### src/rtl/gne_pkg.sv
package gne_pkg;

  localparam int MAX_SEG = 64;
  localparam int ADDR_W  = $clog2(MAX_SEG + 1);
  localparam int CFG_W   = 7;
  localparam int POS_W   = 24;
  localparam int DIFF_W  = POS_W + 1;
  localparam int NRM_W   = 16;
  localparam int CRS_W   = 2 * DIFF_W + 1;
  localparam int MUL_W   = 31;
  localparam int PROD_W  = 2 * MUL_W;
  localparam int NORM_W  = 30;
  localparam int LEN_W   = 32;
  localparam int QUO_W   = 15;
  localparam int NUM_W   = NORM_W + QUO_W + 1;
  localparam int REM_W   = LEN_W + 1;
  localparam logic [NRM_W-1:0] ONE_Q14 = NRM_W'(16384);

  typedef struct packed {
    logic signed [POS_W-1:0] pos_x;
    logic signed [POS_W-1:0] pos_y;
    logic signed [POS_W-1:0] pos_z;
  } in_t;

  typedef struct packed {
    logic signed [NRM_W-1:0] normal_x;
    logic signed [NRM_W-1:0] normal_y;
    logic signed [NRM_W-1:0] normal_z;
    logic [ADDR_W-1:0]       out_col;
    logic [ADDR_W-1:0]       out_row;
    logic                    degenerate;
    logic                    last;
  } out_t;

  typedef struct packed {
    logic signed [DIFF_W-1:0] x;
    logic signed [DIFF_W-1:0] y;
    logic signed [DIFF_W-1:0] z;
  } vec_t;

  typedef struct packed {
    vec_t              du;
    vec_t              dv;
    logic [ADDR_W-1:0] col;
    logic [ADDR_W-1:0] row;
    logic              last;
  } job_t;

  typedef struct packed {
    logic valid;
    logic ready;
  } hs_t;

  typedef enum logic [2:0] {
    F_IDLE, F_RD0, F_RD1, F_RD2, F_J1, F_J2, F_J3, F_FIN
  } front_state_e;

  typedef enum logic [3:0] {
    B_IDLE, B_MUL, B_ABS, B_NORM, B_SQ, B_SQRT, B_DSET, B_DIV, B_OUT
  } back_state_e;

  function automatic vec_t vsub(in_t a, in_t b);
    vec_t r;
    r.x = {a.pos_x[POS_W-1], a.pos_x} - {b.pos_x[POS_W-1], b.pos_x};
    r.y = {a.pos_y[POS_W-1], a.pos_y} - {b.pos_y[POS_W-1], b.pos_y};
    r.z = {a.pos_z[POS_W-1], a.pos_z} - {b.pos_z[POS_W-1], b.pos_z};
    return r;
  endfunction

endpackage

### src/rtl/gne_jobq.sv
module gne_jobq (
  input  logic          clk_i,
  input  logic          rst_ni,
  input  gne_pkg::hs_t  wr_hs_i,
  input  gne_pkg::job_t wr_data_i,
  output logic          wr_ready_o,
  output logic          rd_valid_o,
  output gne_pkg::job_t rd_data_o,
  input  logic          rd_ready_i
);
  import gne_pkg::*;

  localparam int DEPTH = 4;
  localparam int PTR_W = $clog2(DEPTH);

  job_t buf_q [DEPTH];
  logic [PTR_W-1:0] wp_q, rp_q;
  logic [PTR_W:0] cnt_q;
  logic do_wr, do_rd;

  assign wr_ready_o = (cnt_q != (PTR_W+1)'(DEPTH));
  assign rd_valid_o = (cnt_q != '0);
  assign rd_data_o  = buf_q[rp_q];
  assign do_wr = wr_hs_i.valid && wr_ready_o;
  assign do_rd = rd_valid_o && rd_ready_i;

  always_ff @(posedge clk_i or negedge rst_ni) begin
    if (!rst_ni) begin
      wp_q  <= '0;
      rp_q  <= '0;
      cnt_q <= '0;
    end else begin
      if (do_wr) wp_q <= wp_q + PTR_W'(1);
      if (do_rd) rp_q <= rp_q + PTR_W'(1);
      if (do_wr && !do_rd) cnt_q <= cnt_q + (PTR_W+1)'(1);
      else if (do_rd && !do_wr) cnt_q <= cnt_q - (PTR_W+1)'(1);
    end
  end

  always_ff @(posedge clk_i) begin
    if (do_wr) buf_q[wp_q] <= wr_data_i;
  end

endmodule

### config.mk
export PLATFORM = sky130hd
export DESIGN_NAME = gne_jobq
export DESIGN_NICKNAME = d
export VERILOG_FILES = /design/src/rtl/gne_pkg.sv /design/src/rtl/gne_jobq.sv
export SDC_FILE = /design/constraint.sdc
export NUM_CORES = 1
export LEC_CHECK = 0
export ABC_AREA = 1
export BUFFER_PORTS_ARGS = -buffer_cell sky130_fd_sc_hd__clkbuf_2
export CAP_MARGIN = 20
export CORE_MARGIN = 5
export CORE_UTILIZATION = 57
export CTS_CLUSTER_DIAMETER = 200
export DETAILED_ROUTE_END_ITERATION = 6
export PLACE_DENSITY_LB_ADDON = 0.25
export SLEW_MARGIN = 10
export SYNTH_ARGS = -nofsm -noshare
export SYNTH_HDL_FRONTEND = slang
export SYNTH_SLANG_ARGS = --single-unit
### constraint.sdc
create_clock -name clk_i -period 11.6 [get_ports clk_i]
set_clock_uncertainty 0.1 [all_clocks]
set_input_delay 1.74 -clock clk_i [delete_from_list [all_inputs] [get_ports clk_i]]
set_output_delay 1.74 -clock clk_i [all_outputs]
set_load 0.03 [all_outputs]
Word-level counts from Yosys, hierarchy flattened --
Memories as Yosys holds them, arrays and structs flattened. Index checks and enable logic that the tools add are counted.
Storage, ports and cells: bits in registers 7, bits in writable memories 660, bits of input ports 170, logic and storage cells 21, memories 1
Operators by class: $add $sub $neg 4, equal/unequal tests 1, muxes and demuxes 4, reduce and logical (&&, ||, !) cells 8
Memory list:
- buf_q | words 4, width 165, rd ports 1, clocked after memory_dff 0, wr ports 1, RTL line gne_jobq.sv:16 | job_t buf_q [DEPTH];
Operator list (number):
- $mux W3 | 2
- $add A2 B1 Y2 const B | 2
- $logic_and A1 B1 Y1 | 4
- $add A3 B1 Y3 const B | 1
- $ne A3 B3 Y1 const B | 1
- $reduce_bool A3 Y1 | 1
- $sub A3 B1 Y3 const B | 1
- $logic_not A1 Y1 | 2
- $mux W1 | 2
- $reduce_bool A2 Y1 | 1

Depth between registers and ports, before layout --
Gate-level depths: netlist of the first run.
depth in word-level cells 6, gate-level depth with buffers 12, mapped depth without buffers 12

Worst setup path before layout of the first run --
OpenSTA, ideal clock, no wires.
kind input port to flip-flop, start input wr_hs_i[1] in the netlist's numbering, end memory buf_q[0][0] in the netlist's numbering (enable), setup time 0.693 ns, data arrival time 8.758 ns, data required time 10.807 ns, path slack 2.049 ns, cell stages on the path 2, cells stage by stage nand2_1 -> nor2_1
Between the ends: word-level cells in the longest chain between the ends 3
RTL lines:
- start: declaration | RTL line gne_jobq.sv:4 | input gne_pkg::hs_t wr_hs_i,
- $logic_and A1 B1 Y1 | RTL line gne_jobq.sv:24 | assign do_wr = wr_hs_i.valid && wr_ready_o;
- $mux W1 | RTL line gne_jobq.sv:41 | if (do_wr) buf_q[wp_q] <= wr_data_i;
- $mux W1 (not written as such) | RTL line gne_jobq.sv:41
- end: declaration | RTL line gne_jobq.sv:16
Every way passes these cells.

==> results of run 1 <==
## worst register-to-register path, cell delays in order, from the launching register on
cell	delay (ps)
dfrtp_1	410
inv_1	90
nand3_1	170
nand2_1	310
nor2_4	600
buf_4	630
buf_4	820
## final timing paths
path | endpoint | slack [ps]
setup / recovery | rd_data_o[55] | 5520
hold / removal | cnt_q[2] | 440
setup reg to reg | buf_q[2][88] | 8090
hold reg to reg | cnt_q[2] | 440
max in group asynchronous | rp_q[1] | 10300
min in group asynchronous | rp_q[1] | 890
## flip-flops by register name (all words and copies together), names as in the netlist
signal,cells
buf_q,660
cnt_q,3
wp_q,2
rp_q,2
## final cells by class
| class | count | area [sq um] |
|---|---|---|
| clock inverters | 27 | 172.7 |
| clock buffers | 92 | 1856 |
| inverters | 346 | 1314 |
| well taps | 607 | 759.5 |
| flip-flops and latches | 667 | 20000 |
| fillers | 3257 | 15760 |
| repair buffers | 357 | 1902 |
| multi-input cells | 862 | 4582 |
| diodes | 5 | 12.51 |
## per-stage QoR
stage / total power, mW / area, sq um / hold WS, ps
floorplan: 5.850 / 26560 / 362.8
detailed placement: 6.625 / 28470 / 408.2
CTS: 8.624 / 30500 / 420.9
finish: 8.559 / 30600 / 441.5
global route: 9.025 / 30590 / 449.2
global placement: 6.550 / 28470 / 378.7
## logic make-up after synthesis
family / after synthesis / share of synthesized area
compound gates: 331 / 0.09347
xor+xnor: 1 / 0.0003298
fa+ha+maj: 6 / 0.003109
buf+inv: 456 / 0.07576
flops: 667 / 0.7529
simple gates: 524 / 0.07448
## per-layer routing
layer	wire (um)	track usage	vias to the layer above
met3	4308	0.05460	88
met5	74	0	-
met4	1276	0.06658	8
met2	26330	0.3456	370
li1	-	-	7595
met1	21200	0.2621	7553
## synthesized netlist by cell type, drive strengths merged
cell type / number / area share
o211ai: 330 / 0.093
ha: 5 / 0.0024
nand4: 1 / 0.00024
edfxtp: 660 / 0.75
fa: 1 / 0.00075
o21ai: 1 / 0.00019
nor2: 4 / 0.00057
nand2: 512 / 0.072
xnor2: 1 / 0.00033
buf: 69 / 0.021
nand3: 7 / 0.0013
inv: 346 / 0.049
clkbuf: 41 / 0.0058
dfrtp: 7 / 0.0066
## power breakdown
group | switching (mW) | total, mW | leakage [nW] | internal (mW)
combinational | 2.47 | 3.27 | 5.27 | 0.808
clock | 0.832 | 1.99 | 0.988 | 1.16
sequential | 0.122 | 3.29 | 6.13 | 3.17
==> results.yml, run 1 <==
outcome:
  status: "finished, final reports clean"
die:
  fp.dieH_um: 225.9
  core_sq_um: 46360
  initial_core_util: 0.5729
  fp.dieW_um: 225.9
  std_cell_rows: 79
  io_pins: 337
  die_area_sq_um: 51010
clock_tree:
  post_cts_buffers: 0
  cts-root-buf: "clkbuf_16"
  cts_sinks: 667
  clk_latency_ps: 590
  path_clk_slew_ps: 60
  post_cts_resized: 0
  cts_tree: "done"
  cts_inserted_buffers: 66
  postCtsHoldBufs: 0
  cts_max_level: 3
  clk_path_buf_depth: 3
worst_setup_path:
  crit_family: "buffers and inverters"
  crit_arrival_ps: 4240
  reg2reg_from: "cnt_q[0]"
  required_ps: 9760
  critPathMaxStageDelay_ps: 890
  cp_max_fo: 179
  cp.buffers_inverters: 5
  reg2regPathDepth: 6
  crit_start: "rp_q[0]"
  worstPathCellList: "inv_8 > buf_16 > buf_4 > buf_4 > nand2_1 > o211ai_1 > nand2_1 > clkbuf_2"
  crit_path_top_delay_cell: "buf_4"
  cp-start-kind: "flop"
  crit_cells: 8
  end_kind: "output port"
  path_class: "flop to output port"
min_path:
  holdPathStages: 2
  holdCritPathClass: "flop to flop"
  hp-start: "cnt_q[2]"
timing:
  worst_slack_ps: 5522
  post-route-min-period_ps: 6078
  tightestPinTransition_ps: 1064
  max_freq_ghz: 0.1645
  setup_tns_ps: 0
  slew_headroom: 0.2907
  hold_viol_final: 0
  rsz0062_at_grt: "false"
  slew_viol_final: 0
  setup_viol: 0
  post-route-period-util: 0.5239
synth:
  synth_area_sq_um: 26560
  syn_area_per_cell_sq_um: 13.38
  ys_ff_latch: 667
  yosys_warnings: 0
  yosys.cell_types.count: 17
  syn_inst: 1985
  seq_area_frac_synth: 0.7529
  syn-num-nets: 2161
global_route:
  grt_antenna_before_repair: 7
  grt_overflow: 0
  grt_pass1_wl_um: 80940
  grtUsageTotal: 0.2049
  grt_max_degree: 213
  grt_pass1_vias: 15120
finish:
  layout_common_cells: "edfxtp_1, nand2_1, inv_1, clkbuf_2, o211ai_1"
  fin_util: 0.6600
  final_layout_size_suffix_gt1_frac: 0.1901
  final_nets: 2476
  syn2layout_area_growth_pct: 15.20
  instances_no_fill: 2963
  mostFrequentLayoutCell: "edfxtp_1"
pwr:
  vdd_drop_max_uv: 222.0
  p_per_area_nw_per_um2: 279.8
  p_leak_nw: 12.38
placed_design:
  gp_congestion: 0.7434
  dp.cells: 2836
  place_hpwl_um: 30490
  place_ws_ps: 6104
  io_buffers: 335
route:
  drt-initial-drc-count: 877
  remaining_drc_errors: 0
  wl_per_cell_um: 17.95
  wl_um: 53190
  vias: 15614
  detail-route-antenna-nets: 0
  drt_first_pass_iters: 5
  via_per_inst: 5.270
run:
  maxCapViolations: 0
No activity file was read; power rests on OpenSTA's default activity.
==> run 2, diff against run 1 <==
- clock period: 11.6 -> 6.25 ns (I/O delays scaled with it)
==> run 2 against run 1 <==
Compared with the run above:
- combinational power increased by 84%
- cell count decreased by 0.20%
- wire length decreased by 1.2%
- power increased by 86%
- global-route usage about the same
- first-iteration DRC count increased by 5.1%
- critical path depth decreased by 3
- critical path type unchanged
- critical endpoint is now rd_data_o[115]
- largest power group unchanged
==> results.yml, run 2 (synthesized netlist as in run 1, its figures left out) <==
route:
  wl_per_cell_um: 17.77
  via_per_inst: 5.276
  vias: 15600
  detail-route-antenna-nets: 0
  remaining_drc_errors: 0
  wl_um: 52560
  drt-initial-drc-count: 922
  drt_first_pass_iters: 5
global_route:
  grtUsageTotal: 0.2047
  grt_pass1_vias: 15279
  grt_antenna_before_repair: 4
  grt_max_degree: 172
  grt_overflow: 0
  grt_pass1_wl_um: 80300
run:
  maxCapViolations: 0
die:
  io_pins: 337
  fp.dieW_um: 225.9
  die_area_sq_um: 51010
  core_sq_um: 46360
  initial_core_util: 0.5729
  fp.dieH_um: 225.9
  std_cell_rows: 79
finish:
  fin_util: 0.6615
  fillers: 3275
  mostFrequentLayoutCell: "edfxtp_1"
  top_regs: "buf_q x660, cnt_q x3"
  final_layout_size_suffix_gt1_frac: 0.1934
  largest_reg_flops: 660
  syn2layout_area_growth_pct: 15.47
  layout_common_cells: "edfxtp_1, nand2_1, inv_1, clkbuf_2, o211ai_1"
  design_area_sq_um: 30670
  regMostFlops: "buf_q"
  final_nets: 2475
timing:
  worst_slack_ps: 1600
  tightestPinTransition_ps: 956.7
  rsz0062_at_grt: "false"
  slew_headroom: 0.3622
  max_freq_ghz: 0.2151
  setup_viol: 0
  setup_tns_ps: 0
  post-route-min-period_ps: 4650
  post-route-period-util: 0.7439
  slew_viol_final: 0
  hold_viol_final: 0
clock_tree:
  clk_latency_ps: 600
  cts-root-buf: "clkbuf_16"
  cts_sinks: 667
  clk_path_buf_depth: 3
  postCtsHoldBufs: 0
  post_cts_resized: 0
  path_clk_slew_ps: 60
  post_cts_buffers: 0
  cts_max_level: 3
  cts_tree: "done"
  cts_inserted_buffers: 68
placed_design:
  place_hpwl_um: 30570
  gp_congestion: 0.7250
  place_ws_ps: 2193
  io_buffers: 335
  placed_area_sq_um: 28550
worst_setup_path:
  path_class: "flop to output port"
  worstPathCellList: "buf_4 > buf_4 > o211ai_1 > nand2_1 > clkbuf_2"
  cp-start-kind: "flop"
  end_kind: "output port"
  cp_max_fo: 69
  required_ps: 5210
  cpMostUsedCell: "buf_4"
  crit_path_top_delay_cell: "dfrtp_4"
  critPathMaxStageDelay_ps: 880
  crit_arrival_ps: 3610
outcome:
  status: "finished, final reports clean"
min_path:
  holdCritPathClass: "input pin to asynchronous set/reset pin"
pwr:
  p_leak_nw: 12.41
  p_per_area_nw_per_um2: 520.5
  vdd_drop_max_uv: 480.7
==> run 2: changes by cell type in the layout (fill, tap and decap cells not counted), sizes merged <==
cell and delta:
buf -3, bufinv +1, clkbuf -7, clkinv +3
diode -2, clkinvlp +2
==> run 2: area by class of cell <==
cell class	instances	area, sq um	share of cell area
Inverter	346	1314	0.04284
Tap cell	607	759.5	0.02477
Clock buffer	85	1872	0.06104
Multi-Input combinational cell	862	4582	0.1494
Timing Repair Buffer	354	1894	0.06177
Clock inverter	33	239.0	0.007793
Antenna cell	3	7.507	0.0002448
Sequential cell	667	20000	0.6521
==> run 2: routing by layer <==
layer  GRT usage  vias to the layer above  wire [um]
met5           0                        -         31
li1            -                     7582          -
met4     0.07458                        4       1486
met3     0.05563                       90       4444
met2      0.3475                      389      25810
met1      0.2551                     7535      20780
==> run 2: power by group <==
group          switching (mW)  internal [mW]  leakage [nW]
Combinational            4.55           1.49          5.25
Sequential              0.244           5.88          6.13
Clock                    1.56           2.24          1.03
Total                    6.36           9.61          12.4
==> run 2: metrics by stage <==
step                      hold slack, ps  instances  power (mW)
after CTS                          38.10       2954       16.15
after floorplan                    362.8       1985       10.86
after global routing               59.41       2956       16.88
after detailed placement           392.4       2836       12.32
final                              73.68       2957       15.96
after global placement             384.6       2836       12.17
==> run 2: final timing paths <==
kind,endpoint,cells after the start,start,slack (ps)
max,rd_data_o[115],5,rp_q[1],1600
min,rp_q[0],1,rst_ni,70
max reg2reg,buf_q[0][74],5,cnt_q[0],3310
min reg2reg,cnt_q[2],2,cnt_q[2],410
max in group asynchronous,rp_q[1],1,rst_ni,5780
min in group clk_i,cnt_q[2],2,cnt_q[2],410
==> run 2: worst max-delay path: cells and delay by family (launching register included) <==
family	cells	cell delay [ps]
buf+inv	3	1710
flops	1	880
compound gates	1	210
simple gates	1	130
==> run 3, diff against run 2 <==
- CORE_UTILIZATION: 57 -> 52
- clock period: 6.25 -> 4.1 ns (I/O delays scaled with it)
==> run 3 against run 2 <==
Compared with the run above:
- count of clock-buffer cells in the layout increased by 4
- largest cell class unchanged
- die area increased by 9.2%
- register-to-register slack got worse by 1800 ps
- via count decreased by 0.31%
- cell area increased by 1.1%
- critical endpoint is now rd_data_o[104]
- critical path type unchanged
- hold slack improved by 67 ps
==> results.yml, run 3 (synthesized netlist as in run 1, its figures left out) <==
outcome:
  status: "finished, final reports clean"
global_route:
  grt_overflow: 0
  grt_antenna_before_repair: 7
  grtUsageTotal: 0.1870
  grt_pass1_wl_um: 82110
  grt_pass1_vias: 15041
  grt_max_degree: 166
timing:
  hold_viol_final: 0
  slew_headroom: 0.3599
  slew_viol_final: 0
  rsz0062_at_grt: "false"
  post-route-min-period_ps: 3262
  post-route-period-util: 0.7957
  tightestPinTransition_ps: 960.1
  max_freq_ghz: 0.3065
  setup_viol: 0
finish:
  fillers: 3820
  design_area_sq_um: 31010
  top_regs: "buf_q x660, cnt_q x3"
  syn2layout_area_growth_pct: 16.75
  regMostFlops: "buf_q"
  mostFrequentLayoutCell: "edfxtp_1"
  final_nets: 2490
  layout_common_cells: "edfxtp_1, nand2_1, inv_1, clkbuf_2, o211ai_1"
  largest_reg_flops: 660
  final_layout_size_suffix_gt1_frac: 0.1958
  fin_util: 0.6155
clock_tree:
  clk_path_buf_depth: 3
  post_cts_resized: 0
  cts_inserted_buffers: 69
  path_clk_slew_ps: 60
  post_cts_buffers: 0
  cts_sinks: 667
  cts_tree: "done"
  clk_latency_ps: 580
  cts_max_level: 3
  cts-root-buf: "clkbuf_16"
die:
  fp.dieH_um: 236.0
  core_sq_um: 50380
  fp.dieW_um: 236.0
  std_cell_rows: 82
  die_area_sq_um: 55690
  initial_core_util: 0.5272
  io_pins: 337
worst_setup_path:
  required_ps: 3380
  end_kind: "output port"
  cp-start-kind: "flop"
  path_class: "flop to output port"
  crit_arrival_ps: 2550
  cp_max_fo: 109
route:
  drt-initial-drc-count: 701
  vias: 15551
  via_per_inst: 5.115
  remaining_drc_errors: 0
  wl_per_cell_um: 17.50
  drt_first_pass_iters: 5
  detail-route-antenna-nets: 0
  wl_um: 53210
placed_design:
  place_hpwl_um: 31310
  placed_area_sq_um: 28860
  gp_congestion: 0.7478
  io_buffers: 335
pwr:
  p_seq_frac: 0.376
  p_per_area_nw_per_um2: 792.5
  p_sw_mw: 9.709
  vdd_drop_max_uv: 566.3
  pwr-share-clk: 0.238
  p_leak_nw: 12.53
  combPwrFrac: 0.386
  intPower_mw: 14.87
  swShare: 0.3951
  total_power_mw: 24.57
min_path:
  holdCritPathClass: "input pin to flop"
run:
  maxCapViolations: 0
## run 3: final cells by class
class,instances,area [sq um],share of cell area
Clock buffer,89,1844,0.05948
Timing Repair Buffer,368,2140,0.06900
Antenna cell,3,7.507,0.0002421
Sequential cell,667,20000,0.6449
Multi-Input combinational cell,862,4582,0.1478
Inverter,346,1311,0.04229
Clock inverter,33,284.0,0.009160
Tap cell,672,840.8,0.02712
## run 3: path summary, 6_finish.rpt
| path | startpoint | end | slack (ps) | cells after the start |
|---|---|---|---|---|
| max | rp_q[0] | rd_data_o[104] | 840 | 6 |
| min | wr_data_i[136] | buf_q[3][136] | 140 | 1 |
| max reg2reg | cnt_q[0] | buf_q[3][91] | 1520 | 5 |
| min reg2reg | cnt_q[2] | cnt_q[2] | 410 | 2 |
| max in group asynchronous | rst_ni | rp_q[1] | 3360 | 2 |
| min in group asynchronous | rst_ni | wp_q[1] | 350 | 2 |
## run 3: timing repair
action                                  CTS  global route
hold endpoints to repair                  7             0
hold buffers                              1             0
endpoints found under the setup margin    0             0
## run 3: layer usage
metal / wire length (um) / track usage / share of wire
met4: 1199 / 0.05049 / 0.023
met5: 27 / 0 / 0.00051
met2: 26160 / 0.3147 / 0.49
met3: 3703 / 0.04941 / 0.070
met1: 22110 / 0.2440 / 0.42
## run 3: critical path, cell delays in order, from the launching register on
cell	delay, ps
dfrtp_1	450
inv_8	480
buf_12	410
nand2_1	120
o211ai_1	110
nand2_1	100
clkbuf_2	190
## run 3: power by group through the flow
stage / sequential, mW / clock [mW] / combinational [mW]
floorplan: 9.50 / 0 / 6.88
global placement: 9.33 / 0 / 9.49
detailed placement: 9.39 / 0 / 9.62
CTS: 9.25 / 6.02 / 9.64
global route: 9.33 / 6.31 / 10.3
finish: 9.24 / 5.86 / 9.48
## run 3: metrics by stage
step / setup TNS (ps) / hold slack [ps] / setup WS (ps) / cells
after detailed placement: 0 / 362.1 / 1428 / 2914
final: 0 / 141.1 / 837.7 / 3040
after global routing: 0 / 108.1 / 613.8 / 3039
after global placement: 0 / 365.7 / 1416 / 2914
after CTS: 0 / 91.77 / 776.5 / 3037
after floorplan: -1205730 / 219.4 / -1827 / 1985
